**src/hdl/rgbc_pkg.sv**
```systemverilog
// ---------------------------------------------------------------------------
// rgbc_pkg
// Shared widths, constants and types of the color sample to HSL converter.
// ---------------------------------------------------------------------------
package rgbc_pkg;

   // field widths
   localparam int COUNT_W = 16;
   localparam int PCT_W   = 7;
   localparam int HUE_W   = 9;
   localparam int SUM_W   = 8;

   // scaled count width: a 16-bit count times 100
   localparam int SCALED_W = 23;
   // hue numerator width: 60 times a percent difference
   localparam int HNUM_W   = 13;
   // saturation numerator width: 100 times a percent difference
   localparam int SNUM_W   = 14;

   // pipelined divider depth, one quotient bit per stage
   localparam int DIV_STAGES = 7;

   // beat widths on the stream ports
   localparam int REQ_DATA_W = 64;
   localparam int RSP_DATA_W = 24;

   // arithmetic constants
   localparam logic [PCT_W-1:0] PCT_FULL   = 7'd100;
   localparam logic [PCT_W-1:0] LIGHT_HALF = 7'd50;
   localparam logic [SUM_W-1:0] SUM_FULL   = 8'd200;
   localparam logic [5:0]       HUE_SCALE  = 6'd60;
   localparam logic [HUE_W-1:0] HUE_GREEN  = 9'd120;
   localparam logic [HUE_W-1:0] HUE_BLUE   = 9'd240;
   localparam logic [HUE_W-1:0] HUE_WRAP   = 9'd360;

   // which channel holds the maximum
   typedef enum logic [1:0] {
      SECT_RED   = 2'd0,
      SECT_GREEN = 2'd1,
      SECT_BLUE  = 2'd2
   } sector_type;

   // flags traveling beside the percent dividers
   typedef struct packed {
      logic no_light;
      logic red_sat;
      logic green_sat;
      logic blue_sat;
   } pct_side_type;

   // flags traveling beside the hue and saturation dividers
   typedef struct packed {
      logic             no_light;
      logic             gray;
      sector_type       sector;
      logic             neg;
      logic [PCT_W-1:0] light;
   } hsl_side_type;

endpackage

```
**src/hdl/rgbc_to_hsl_converter.sv**
```systemverilog
// ---------------------------------------------------------------------------
// rgbc_to_hsl_converter
// Converts clear, red, green and blue sensor counts into integer HSL.
// ---------------------------------------------------------------------------
// The req_ channel takes one sensor sample per beat; the rsp_ channel returns
// one HSL result per sample, in order. Each color count is turned into a
// percent of the clear count, then hue, saturation and lightness follow.
// A zero clear count gives all zero fields with rsp_tuser high.
// An accepted req_ beat passes an input register, a 7-stage percent divider,
// two compare stages, a 7-stage hue/saturation divider and the output
// register on its way to rsp_tvalid. Throughput is one beat per cycle when
// not stalled; every stage is a register, no unit is shared across cycles.
// The whole pipeline advances whenever the output register is empty or
// being taken, so req_tready stays high while rsp_tready is high, and a
// waiting result does not block acceptance while the output is free.
// When the receiver stalls with a result waiting, the pipeline freezes:
// req_tready drops and nothing is lost or repeated.
// Reset clears all valid bits; no result is shown until a new sample
// has passed through.
// ---------------------------------------------------------------------------
module rgbc_to_hsl_converter (
   input  logic                               clock,
   input  logic                               reset,
   // clear[15:0], red[31:16], green[47:32], blue[63:48]
   input  logic [rgbc_pkg::REQ_DATA_W-1:0]    req_tdata,
   input  logic                               req_tvalid,
   output logic                               req_tready,
   // hue_deg[8:0], saturation_pct[15:9], lightness_pct[22:16], zero[23]
   output logic [rgbc_pkg::RSP_DATA_W-1:0]    rsp_tdata,
   // no_light[0]
   output logic                               rsp_tuser,
   output logic                               rsp_tvalid,
   input  logic                               rsp_tready
);

   import rgbc_pkg::*;

   logic en;

   // input register
   logic               in_valid_ff;
   logic [COUNT_W-1:0] clear_ff, red_ff, green_ff, blue_ff;

   // percent stage
   pct_side_type       pct_side_in, pct_side;
   logic               pct_valid;
   logic [PCT_W-1:0]   red_q, green_q, blue_q;

   // stage a: percents
   logic               a_valid_ff;
   logic               a_zero_ff;
   logic [PCT_W-1:0]   a_red_ff, a_green_ff, a_blue_ff;

   // stage b: max, min and sector
   logic [PCT_W-1:0]   mx, mn, mag;
   sector_type         sector;
   logic               neg;
   logic [SUM_W-1:0]   sum;
   logic [PCT_W-1:0]   light;
   logic               b_valid_ff;
   hsl_side_type       b_side_ff, b_side_in;
   logic [PCT_W-1:0]   b_dif_ff, b_mag_ff;
   logic [SUM_W-1:0]   b_den_ff, b_den_in;

   // hue and saturation dividers
   logic [HNUM_W-1:0]  hue_num;
   logic [SNUM_W-1:0]  sat_num;
   logic [PCT_W-1:0]   hue_q, sat_q;
   logic               hsl_valid;
   hsl_side_type       hsl_side;

   // output
   logic [HUE_W-1:0]   hue_base, hue_val;
   logic               rsp_tvalid_ff;
   logic [RSP_DATA_W-1:0] rsp_tdata_ff, rsp_tdata_in;
   logic               rsp_tuser_ff, rsp_tuser_in;

   // the pipeline moves when the output register can take a beat
   assign en         = !rsp_tvalid_ff || rsp_tready;
   assign req_tready = en;

   // input register
   always_ff @(posedge clock) begin
      if (reset) begin
         in_valid_ff <= 1'b0;
      end else if (en) begin
         in_valid_ff <= req_tvalid;
      end
   end

   always_ff @(posedge clock) begin
      if (en) begin
         clear_ff <= req_tdata[15:0];
         red_ff   <= req_tdata[31:16];
         green_ff <= req_tdata[47:32];
         blue_ff  <= req_tdata[63:48];
      end
   end

   // count over clear, scaled by 100; a count at or above clear saturates
   rgbc_udiv #(.NUM_W(SCALED_W), .DEN_W(COUNT_W), .QUO_W(DIV_STAGES)) u_div_red (
      .clock (clock), .en_i (en),
      .num_i (SCALED_W'(red_ff) * SCALED_W'(PCT_FULL)),
      .den_i (clear_ff), .quot_o (red_q)
   );
   rgbc_udiv #(.NUM_W(SCALED_W), .DEN_W(COUNT_W), .QUO_W(DIV_STAGES)) u_div_green (
      .clock (clock), .en_i (en),
      .num_i (SCALED_W'(green_ff) * SCALED_W'(PCT_FULL)),
      .den_i (clear_ff), .quot_o (green_q)
   );
   rgbc_udiv #(.NUM_W(SCALED_W), .DEN_W(COUNT_W), .QUO_W(DIV_STAGES)) u_div_blue (
      .clock (clock), .en_i (en),
      .num_i (SCALED_W'(blue_ff) * SCALED_W'(PCT_FULL)),
      .den_i (clear_ff), .quot_o (blue_q)
   );

   always_comb begin
      pct_side_in.no_light  = (clear_ff == '0);
      pct_side_in.red_sat   = (red_ff >= clear_ff);
      pct_side_in.green_sat = (green_ff >= clear_ff);
      pct_side_in.blue_sat  = (blue_ff >= clear_ff);
   end

   rgbc_delay #(.WIDTH($bits(pct_side_type)), .DEPTH(DIV_STAGES)) u_dly_pct (
      .clock (clock), .reset (reset), .en_i (en),
      .valid_i (in_valid_ff), .data_i (pct_side_in),
      .valid_o (pct_valid), .data_o (pct_side)
   );

   // stage a: clamp percents
   always_ff @(posedge clock) begin
      if (reset) begin
         a_valid_ff <= 1'b0;
      end else if (en) begin
         a_valid_ff <= pct_valid;
      end
   end

   always_ff @(posedge clock) begin
      if (en) begin
         a_zero_ff  <= pct_side.no_light;
         a_red_ff   <= pct_side.red_sat   ? PCT_FULL : red_q;
         a_green_ff <= pct_side.green_sat ? PCT_FULL : green_q;
         a_blue_ff  <= pct_side.blue_sat  ? PCT_FULL : blue_q;
      end
   end

   // stage b: max, min, sector and hue numerator magnitude; ties favor red then green
   always_comb begin
      mx = a_red_ff;
      if (a_green_ff > mx) mx = a_green_ff;
      if (a_blue_ff > mx)  mx = a_blue_ff;
      mn = a_red_ff;
      if (a_green_ff < mn) mn = a_green_ff;
      if (a_blue_ff < mn)  mn = a_blue_ff;
      sum   = SUM_W'(mx) + SUM_W'(mn);
      light = sum[SUM_W-1:1];
      if (mx == a_red_ff) begin
         sector = SECT_RED;
         neg    = (a_green_ff < a_blue_ff);
         mag    = neg ? (a_blue_ff - a_green_ff) : (a_green_ff - a_blue_ff);
      end else if (mx == a_green_ff) begin
         sector = SECT_GREEN;
         neg    = (a_blue_ff < a_red_ff);
         mag    = neg ? (a_red_ff - a_blue_ff) : (a_blue_ff - a_red_ff);
      end else begin
         sector = SECT_BLUE;
         neg    = (a_red_ff < a_green_ff);
         mag    = neg ? (a_green_ff - a_red_ff) : (a_red_ff - a_green_ff);
      end
      b_den_in = (light <= LIGHT_HALF) ? sum : (SUM_FULL - sum);
      b_side_in.no_light = a_zero_ff;
      b_side_in.gray     = (mx == mn);
      b_side_in.sector   = sector;
      b_side_in.neg      = neg;
      b_side_in.light    = light;
   end

   always_ff @(posedge clock) begin
      if (reset) begin
         b_valid_ff <= 1'b0;
      end else if (en) begin
         b_valid_ff <= a_valid_ff;
      end
   end

   always_ff @(posedge clock) begin
      if (en) begin
         b_side_ff <= b_side_in;
         b_dif_ff  <= mx - mn;
         b_mag_ff  <= mag;
         b_den_ff  <= b_den_in;
      end
   end

   // hue and saturation quotients
   assign hue_num = HNUM_W'(b_mag_ff) * HNUM_W'(HUE_SCALE);
   assign sat_num = SNUM_W'(b_dif_ff) * SNUM_W'(PCT_FULL);

   rgbc_udiv #(.NUM_W(HNUM_W), .DEN_W(PCT_W), .QUO_W(DIV_STAGES)) u_div_hue (
      .clock (clock), .en_i (en),
      .num_i (hue_num), .den_i (b_dif_ff), .quot_o (hue_q)
   );
   rgbc_udiv #(.NUM_W(SNUM_W), .DEN_W(SUM_W), .QUO_W(DIV_STAGES)) u_div_sat (
      .clock (clock), .en_i (en),
      .num_i (sat_num), .den_i (b_den_ff), .quot_o (sat_q)
   );

   rgbc_delay #(.WIDTH($bits(hsl_side_type)), .DEPTH(DIV_STAGES)) u_dly_hsl (
      .clock (clock), .reset (reset), .en_i (en),
      .valid_i (b_valid_ff), .data_i (b_side_ff),
      .valid_o (hsl_valid), .data_o (hsl_side)
   );

   // hue offset by sector; a negative quotient in the red sector wraps by 360
   always_comb begin
      case (hsl_side.sector)
         SECT_RED:   hue_base = hsl_side.neg ? HUE_WRAP : '0;
         SECT_GREEN: hue_base = HUE_GREEN;
         SECT_BLUE:  hue_base = HUE_BLUE;
         default:    hue_base = '0;
      endcase
      hue_val = hsl_side.neg ? (hue_base - HUE_W'(hue_q)) : (hue_base + HUE_W'(hue_q));
      if (hsl_side.no_light) begin
         rsp_tdata_in = '0;
      end else if (hsl_side.gray) begin
         rsp_tdata_in = {1'b0, hsl_side.light, PCT_W'(0), HUE_W'(0)};
      end else begin
         rsp_tdata_in = {1'b0, hsl_side.light, sat_q, hue_val};
      end
      rsp_tuser_in = hsl_side.no_light;
   end

   // output register
   always_ff @(posedge clock) begin
      if (reset) begin
         rsp_tvalid_ff <= 1'b0;
      end else if (en) begin
         rsp_tvalid_ff <= hsl_valid;
      end
   end

   always_ff @(posedge clock) begin
      if (en) begin
         rsp_tdata_ff <= rsp_tdata_in;
         rsp_tuser_ff <= rsp_tuser_in;
      end
   end

   assign rsp_tvalid = rsp_tvalid_ff;
   assign rsp_tdata  = rsp_tdata_ff;
   assign rsp_tuser  = rsp_tuser_ff;

   // no sample is taken while a result waits on a stalled receiver
   assert property (@(posedge clock) disable iff (reset)
      (rsp_tvalid && !rsp_tready) |-> !req_tready)
      else $error("sample accepted while output stalled");

   // a dark sample reports all fields zero
   assert property (@(posedge clock) disable iff (reset)
      (rsp_tvalid && rsp_tuser) |-> (rsp_tdata == '0))
      else $error("no_light result with nonzero fields");

   // result fields stay in range
   assert property (@(posedge clock) disable iff (reset)
      rsp_tvalid |-> (rsp_tdata[8:0] <= HUE_WRAP && rsp_tdata[15:9] <= PCT_FULL
                      && rsp_tdata[22:16] <= PCT_FULL))
      else $error("result field out of range");

   // zero saturation with zero lightness needs hue 0: gray or dark gives hue 0
   assert property (@(posedge clock) disable iff (reset)
      (rsp_tvalid && rsp_tdata[15:9] == '0) |-> (rsp_tdata[8:0] == '0 ||
                                                 rsp_tdata[22:16] != '0))
      else $error("hue set on a zero-saturation result");

endmodule

```
**src/hdl/rgbc_udiv.sv**
```systemverilog
// ---------------------------------------------------------------------------
// rgbc_udiv
// Pipelined restoring unsigned divider, one quotient bit per stage.
// The numerator must be below the denominator shifted by the quotient width.
// ---------------------------------------------------------------------------
module rgbc_udiv #(
   parameter int NUM_W = 23,
   parameter int DEN_W = 16,
   parameter int QUO_W = 7
) (
   input  logic             clock,
   input  logic             en_i,
   input  logic [NUM_W-1:0] num_i,
   input  logic [DEN_W-1:0] den_i,
   output logic [QUO_W-1:0] quot_o
);

   localparam int EXT_W = NUM_W + DEN_W + QUO_W;

   logic [NUM_W-1:0] rem_ff [QUO_W-1];
   logic [DEN_W-1:0] den_ff [QUO_W-1];
   logic [QUO_W-1:0] quot_ff [QUO_W];

   for (genvar s = 0; s < QUO_W; s++) begin : g_stage
      localparam int SH = QUO_W - 1 - s;

      logic [NUM_W-1:0] rem_prev;
      logic [DEN_W-1:0] den_prev;
      logic [QUO_W-1:0] quot_prev;
      logic [EXT_W-1:0] rem_ext;
      logic [EXT_W-1:0] den_sh;
      logic             ge;
      logic [QUO_W-1:0] quot_in;

      // pick up the previous stage
      if (s == 0) begin : g_first
         assign rem_prev  = num_i;
         assign den_prev  = den_i;
         assign quot_prev = '0;
      end else begin : g_next
         assign rem_prev  = rem_ff[s-1];
         assign den_prev  = den_ff[s-1];
         assign quot_prev = quot_ff[s-1];
      end

      // trial subtract of the shifted divisor
      assign rem_ext = EXT_W'(rem_prev);
      assign den_sh  = EXT_W'(den_prev) << SH;
      assign ge      = (rem_ext >= den_sh);
      assign quot_in = quot_prev | (QUO_W'(ge) << SH);

      always_ff @(posedge clock) begin
         if (en_i) begin
            quot_ff[s] <= quot_in;
         end
      end

      // remainder and divisor are needed only by later stages
      if (s < QUO_W - 1) begin : g_carry
         logic [NUM_W-1:0] rem_in;

         assign rem_in = ge ? NUM_W'(rem_ext - den_sh) : rem_prev;

         always_ff @(posedge clock) begin
            if (en_i) begin
               rem_ff[s] <= rem_in;
               den_ff[s] <= den_prev;
            end
         end
      end
   end

   assign quot_o = quot_ff[QUO_W-1];

endmodule

```
**src/hdl/rgbc_delay.sv**
```systemverilog
// ---------------------------------------------------------------------------
// rgbc_delay
// Valid bit and side flags delayed to line up with a divider pipeline.
// ---------------------------------------------------------------------------
module rgbc_delay #(
   parameter int WIDTH = 4,
   parameter int DEPTH = 7
) (
   input  logic             clock,
   input  logic             reset,
   input  logic             en_i,
   input  logic             valid_i,
   input  logic [WIDTH-1:0] data_i,
   output logic             valid_o,
   output logic [WIDTH-1:0] data_o
);

   logic             valid_ff [DEPTH];
   logic [WIDTH-1:0] data_ff  [DEPTH];

   for (genvar s = 0; s < DEPTH; s++) begin : g_tap
      logic             valid_prev;
      logic [WIDTH-1:0] data_prev;

      if (s == 0) begin : g_first
         assign valid_prev = valid_i;
         assign data_prev  = data_i;
      end else begin : g_next
         assign valid_prev = valid_ff[s-1];
         assign data_prev  = data_ff[s-1];
      end

      // valid is control state and clears on reset
      always_ff @(posedge clock) begin
         if (reset) begin
            valid_ff[s] <= 1'b0;
         end else if (en_i) begin
            valid_ff[s] <= valid_prev;
         end
      end

      always_ff @(posedge clock) begin
         if (en_i) begin
            data_ff[s] <= data_prev;
         end
      end
   end

   assign valid_o = valid_ff[DEPTH-1];
   assign data_o  = data_ff[DEPTH-1];

endmodule

```
**config.mk**
```make
export PLATFORM = sky130hd
export DESIGN_NAME = rgbc_to_hsl_converter
export DESIGN_NICKNAME = d
export VERILOG_FILES = /design/src/hdl/rgbc_pkg.sv /design/src/hdl/rgbc_to_hsl_converter.sv /design/src/hdl/rgbc_udiv.sv /design/src/hdl/rgbc_delay.sv
export SDC_FILE = /design/constraint.sdc
export NUM_CORES = 2
export LEC_CHECK = 0
export BUFFER_PORTS_ARGS = -buffer_cell sky130_fd_sc_hd__buf_2
export CAP_MARGIN = 15
export CORE_MARGIN = 1.5
export CORE_UTILIZATION = 60
export DETAILED_ROUTE_END_ITERATION = 8
export HOLD_SLACK_MARGIN = 0.06
export PLACE_DENSITY = 0.81
export SLEW_MARGIN = 15
export SYNTH_ARGS = -nofsm -noshare
export SYNTH_HDL_FRONTEND = slang
export SYNTH_HIERARCHICAL = 1
export SYNTH_SLANG_ARGS = --single-unit
export TNS_END_PERCENT = 100
```
**constraint.sdc**
```tcl
create_clock -name clock -period 115.4 [get_ports clock]
set_input_delay 5.77 -clock clock [delete_from_list [all_inputs] [get_ports clock]]
set_output_delay 5.77 -clock clock [all_outputs]
set_load 0.01 [all_outputs]
```
=== Word-level counts from Yosys, hierarchy flattened ===
Memory sizes are Yosys's and may differ from the RTL's. A register that Yosys moved wholly into a read port is not among the register bits.
Index checks and enable logic that the tools add are counted.

* Memories kept: 19
* Word-level logic and storage cells: 249
* Flip-flop bits (word level): 126
* Bits in writable memories: 1325

* Order comparisons: 46
* Multiply operators: 5
* Reduce and logical (&&, ||, !) cells: 5
* $add $sub $neg: 41
* Eq/ne operators: 5
* Mux-type cells: 66
* Bitwise logic cells: 44

{| class="wikitable"
|+ Memories
! name !! words !! bits a word !! rd ports !! clocked after Yosys merged registers in !! write ports !! RTL line !! RTL
|-
| u_div_blue.rem_ff || 6 || 23 || 6 || 0 || 6 || rgbc_udiv.sv:20 || <nowiki>logic [NUM_W-1:0] rem_ff [QUO_W-1];</nowiki>
|-
| u_div_green.rem_ff || 6 || 23 || 6 || 0 || 6 || rgbc_udiv.sv:20 ||
|-
| u_div_red.rem_ff || 6 || 23 || 6 || 0 || 6 || rgbc_udiv.sv:20 ||
|-
| u_div_blue.den_ff || 6 || 16 || 6 || 0 || 6 || rgbc_udiv.sv:21 || <nowiki>logic [DEN_W-1:0] den_ff [QUO_W-1];</nowiki>
|-
| u_div_green.den_ff || 6 || 16 || 6 || 0 || 6 || rgbc_udiv.sv:21 ||
|-
| u_div_red.den_ff || 6 || 16 || 6 || 0 || 6 || rgbc_udiv.sv:21 ||
|-
| 13 more memories || - || - || - || - || - || - ||
|}

{| class="wikitable"
|+ Operator list
! cell !! count
|-
| $mux W23 || 18
|-
| $mux W14 || 6
|-
| $mux W13 || 6
|-
| $ge A23 B16 Y1 || 3
|-
| $ge A23 B17 Y1 || 3
|-
| $ge A23 B18 Y1 || 3
|-
| $ge A23 B19 Y1 || 3
|-
| $ge A23 B20 Y1 || 3
|-
| $ge A23 B21 Y1 || 3
|-
| $ge A23 B22 Y1 || 3
|-
| $sub A23 B17 Y23 || 3
|-
| $sub A23 B18 Y23 || 3
|-
| $sub A23 B19 Y23 || 3
|-
| $sub A23 B20 Y23 || 3
|-
| $sub A23 B21 Y23 || 3
|-
| $sub A23 B22 Y23 || 3
|-
| $mul A16 B5 Y21 const B || 3
|-
| $mux W7 || 9
|-
| $sub A7 B7 Y7 || 7
|-
| $ge A16 B16 Y1 || 3
|-
| $lt A7 B7 Y1 || 5
|-
| $or A7 B1 Y7 || 5
|-
| $or A7 B2 Y7 || 5
|-
| $or A7 B3 Y7 || 5
|-
| other kinds (51) || 101
|}

=== Logic depth before layout (Yosys ltp) ===
* Depth after elaboration: 7
* Depth in mapped cells: 31
* Gate-level depth less buffers: 27

=== Hierarchy ===
The synthesis kept the hierarchy.

{| class="wikitable"
|+ Modules (own cells, without submodules)
! module !! cells each !! sequential area each (sq um) !! times used !! area each (sq um)
|-
| rgbc_udiv at u_div_blue ... || 1362 || 7867.5 || 2 || 14966.9
|-
| rgbc_to_hsl_converter || 1532 || 4374.2 || 1 || 15240.9
|-
| rgbc_udiv at u_div_red || 1356 || 7867.5 || 1 || 14953.1
|-
| rgbc_udiv at u_div_sat || 665 || 4804.6 || 1 || 8231.6
|-
| rgbc_udiv at u_div_hue || 590 || 4444.3 || 1 || 7425.9
|-
| rgbc_delay at u_dly_hsl || 99 || 2732.6 || 1 || 2800.2
|-
| rgbc_delay at u_dly_pct || 43 || 1051.0 || 1 || 1118.6
|}

=== Least setup slack after synthesis ===
OpenSTA, ideal clock, no wires.

* Path kind: input -> output
* From: in rsp_tready
* To: out req_tready
* Cell stages on the path: 2
* Path slack: 66.949 ns
* Path buffers: 1
* Data arrival time: 42.681 ns
* Required time: 109.630 ns
* Cell sequence: nand2b_1 > clkbuf_1

* Cells in the longest elaborated chain, start to end: 1

{| class="wikitable"
|+ RTL lines
! element !! RTL line !! RTL
|-
| start, declared || rgbc_to_hsl_converter.sv:33 || <nowiki>input logic rsp_tready</nowiki>
|-
| $logic_or A1 B1 Y1 || rgbc_to_hsl_converter.sv:79 || <nowiki>assign en = !rsp_tvalid_ff || rsp_tready;</nowiki>
|-
| end, declared || rgbc_to_hsl_converter.sv:27 || <nowiki>output logic req_tready,</nowiki>
|}

Every way passes these cells.

=== Worst setup path in the final report ===
Ends and elaborated chain as after synthesis.

==> summary.txt <==
GRT
  – First-pass GRT wire length: between 200 and 300 mm
  – GRT Total Usage: approximately 23%
  – Vias in the first global route: 51,700
  – Initial antenna violation count: 4
  – Largest net degree at the start of global routing: approximately 180
  – Grt total ovfl: 0

Final layout
  – FF+latch area: roughly 41,000 µm²
  – P&R area growth vs syn: 8.76%
  – Commonest non-fill, non-tap cell in the layout: edfxtp_1
  – Commonest non-fill, non-tap cells in the layout: edfxtp_1, inv_1, ha_1
  – Share of cells above drive strength 1: under 10%
  – Nets: 8,073
  – Fillers: about 9,400
  – Area of the multi-input gates: roughly 35,000 µm²
  – # diodes: 0

Timing
  – Final WS setup: 103.25 ns
  – Final max-slew violation count: 0
  – Worst Tran Pin Value: between 1 and 1.5 ns
  – Fin crit share: about a tenth
  – RSZ-0062 raised after global routing: no
  – Final hold slack: between 0.4 and 0.5 ns
  – Fin. Hold Viols: 0
  – TNS Setup: 0 ns
  – Clock period minus worst slack: approximately 12 ns
  – Clock Skew: 0.0259 ns
  – F_max: slightly above 0.08 GHz
  – Setup violators final: 0
  – Worst slew margin: 24.0%

Synth
  – Post-synthesis sequential area ratio: slightly above 50%
  – Synth async-reset ratio: 0%
  – Netlist cell types: ~100
  – Yosys warns: 6
  – Post-synth EDFFs: ~1,400
  – Synth Register Bits: between 1,000 and 1,500
  – Syn avg cell area: approximately 11 µm²
  – Synthesized instance count: 7,009
  – Mapped Area: around 80,000 µm²
  – Top FF cell, synth: edfxtp_1

Drt
  – DRC viols: 0
  – DRT iter0 DRCs: 4,035
  – Vias: approximately 52,000
  – Number of routed nets with antenna violations: 0
  – Drt pass-1 iters: 8
  – DR vias/cell: 5.81
  – Routed wire length: between 150 and 200 mm
  – DR WL/cell: 17.3 µm

Clocking
  – Htree depth: 4
  – Clock Path Buffers: 3
  – Skew-Pair Late Insertion Delay: around 0.76 ns
  – Clock slew at reported path FFs: 0.06 ns
  – Clock sinks: approximately 1,400
  – TritonCTS clock tree: built
  – Root Driver: clkbuf_16
  – Post_cts resized: 0
  – Setup bufs post-CTS: 0
  – Cts bufs inserted: between 100 and 150
  – Hold Buf Count CTS: 0

Setup path
  – Critical path data arrival time: 6.38 ns
  – Critical path launch point type: primary input
  – Reg2Reg Depth: 23
  – Reg-to-Reg Start: a_red_ff[1]
  – Reg2reg end: b_den_ff[1]
  – Worst path required time: ~110 ns
  – Critical path class: in -> out
  – CP max FO: 4
  – Crit. End Element: output pin
  – Setup slack, reg-to-reg: 107.85 ns

Floorplanning
  – Top-Level Pins: between 90 and 100
  – FP Rows: 133
  – Die Ht: between 300 and 400 µm
  – Horiz. Die Dim: around 370 µm
  – Initial Util: about three fifths
  – Die ar.: approximately 140,000 µm²
  – Core area: 132,000 µm²

Placed design
  – I/O Buffers: 93
  – HPWL Detailed: between 100 and 150 mm
  – Pre-CTS setup slack: 103.20 ns
  – Routability Congestion: 0.920

Min path
  – Hold WC Path Type: reg -> reg
  – Hold Startpoint: u_dly_hsl/data_ff[1][11]
  – Worst hold path cell count: 0
  – Hold Path Sink: u_dly_hsl/data_ff[2][11]

Job
  – Number of max-cap violations: 0

Status
  – Status: finished, final reports clean
[worst max-delay path, stage by stage]
cell and delay, ns:
buf_2 0.10, nand2b_4 0.26, buf_2 0.22
[final cells by class]
class,instances,area share [%]
well taps,1755,2.53
clock inverters,79,0.775
flip-flops and latches,1367,47.3
inverters,831,3.60
multi-input cells,4675,40.4
repair buffers,137,0.947
clock buffers,179,4.45
[kinds of logic (layout without fill, tap and decap cells)]
group / count (synthesis) / count (layout) / synth area share (%)
DFF: 1367 / 1367 / 51.5
xor gates and xnor gates: 415 / 415 / 4.56
AOI/OAI and AO/OA: 1661 / 1661 / 13.3
adders and majority gates: 849 / 849 / 14.1
buffers and inverters: 987 / 1226 / 4.83
muxes: 131 / 131 / 1.81
and+or+nand+nor: 1598 / 1598 / 9.90
other: 1 / 21 / 0.00470
[worst max path at each step]
| stage | depth (start not counted) | slack (ns) | startpoint | endpoint |
|---|---|---|---|---|
| floorplan | 2 | 66.95 | rsp_tready | req_tready |
| finish | 3 | 103.25 | rsp_tready | req_tready |
| detailed placement | 3 | 103.20 | rsp_tready | req_tready |
| CTS | 3 | 103.20 | rsp_tready | req_tready |
| global placement | 3 | 103.19 | rsp_tready | req_tready |
| global route | 3 | 103.21 | rsp_tready | req_tready |
[layer usage]
layer  vias to the layer above  track usage [%]  share of wire (%)
met2                      1531             40.4                 50
met3                       467             3.25                4.5
li1                      25800                -                  -
met1                     24600             26.8                 41
met4                         6             12.0                5.1
met5                         -                0              0.017
[cell usage after synthesis (15+ instances only)]
master | count | area, µm²
edfxtp_1 | 1363 | 40900
inv_1 | 831 | 3120
ha_1 | 765 | 9570
nand2_1 | 456 | 1710
a21oi_1 | 447 | 2240
o21ai_0 | 422 | 2110
nor2_1 | 406 | 1520
xnor2_1 | 219 | 1920
xor2_1 | 196 | 1720
a21o_1 | 163 | 1220
clkbuf_1 | 109 | 409
nand3_1 | 104 | 521
nor2b_1 | 99 | 619
nor3_1 | 96 | 480
fa_1 | 84 | 1680
o21a_1 | 84 | 631
mux2_2 | 83 | 935
nand2b_1 | 66 | 413
nand4_1 | 64 | 400
a31oi_1 | 61 | 382
o21bai_1 | 59 | 443
o31ai_1 | 58 | 435
a211oi_1 | 57 | 428
nor4_1 | 56 | 350
mux2i_1 | 42 | 420
and2_1 | 34 | 213
o211ai_1 | 32 | 240
or2_2 | 32 | 200
and3_1 | 31 | 194
o21ai_1 | 30 | 150
or3_1 | 30 | 188
o31a_1 | 27 | 236
or4_1 | 22 | 165
buf_2 | 21 | 105
a311oi_1 | 19 | 166
nand4b_1 | 18 | 158
a21boi_0 | 17 | 128
o2111ai_1 | 17 | 149
a211o_1 | 15 | 131
a221oi_1 | 15 | 131
and3b_1 | 15 | 131
[sequential cells by signal (all words and copies together), names as in the netlist, 23 cells and up]
| signal | count |
|---|---|
| u_div_sat/rem_ff | 84 |
| u_dly_pct/data_ff | 28 |
| u_div_green/quot_ff | 28 |
| u_div_green/rem_ff | 138 |
| u_div_blue/quot_ff | 28 |
| u_div_green/den_ff | 96 |
| u_div_sat/quot_ff | 28 |
| u_div_red/quot_ff | 28 |
| u_dly_hsl/data_ff | 84 |
| u_div_hue/rem_ff | 78 |
| u_div_hue/quot_ff | 28 |
| u_div_blue/den_ff | 96 |
| u_div_blue/rem_ff | 138 |
| rsp_tdata | 23 |
| u_div_hue/den_ff | 42 |
| u_div_sat/den_ff | 48 |
| u_div_red/rem_ff | 138 |
| u_div_red/den_ff | 96 |
[metrics by stage]
step | std cells | instance area [µm²] | utilization (%)
finish | 9023 | 86700 | 65.9
global route | 9023 | 86700 | 65.9
CTS | 9023 | 86700 | 65.9
detailed placement | 8765 | 82200 | 62.4
global placement | 8765 | 82200 | 62.4
floorplan | 7029 | 79800 | -
Power is not shown: default switching activity piles up to over one toggle a cycle in this logic, so the estimate is an artifact.
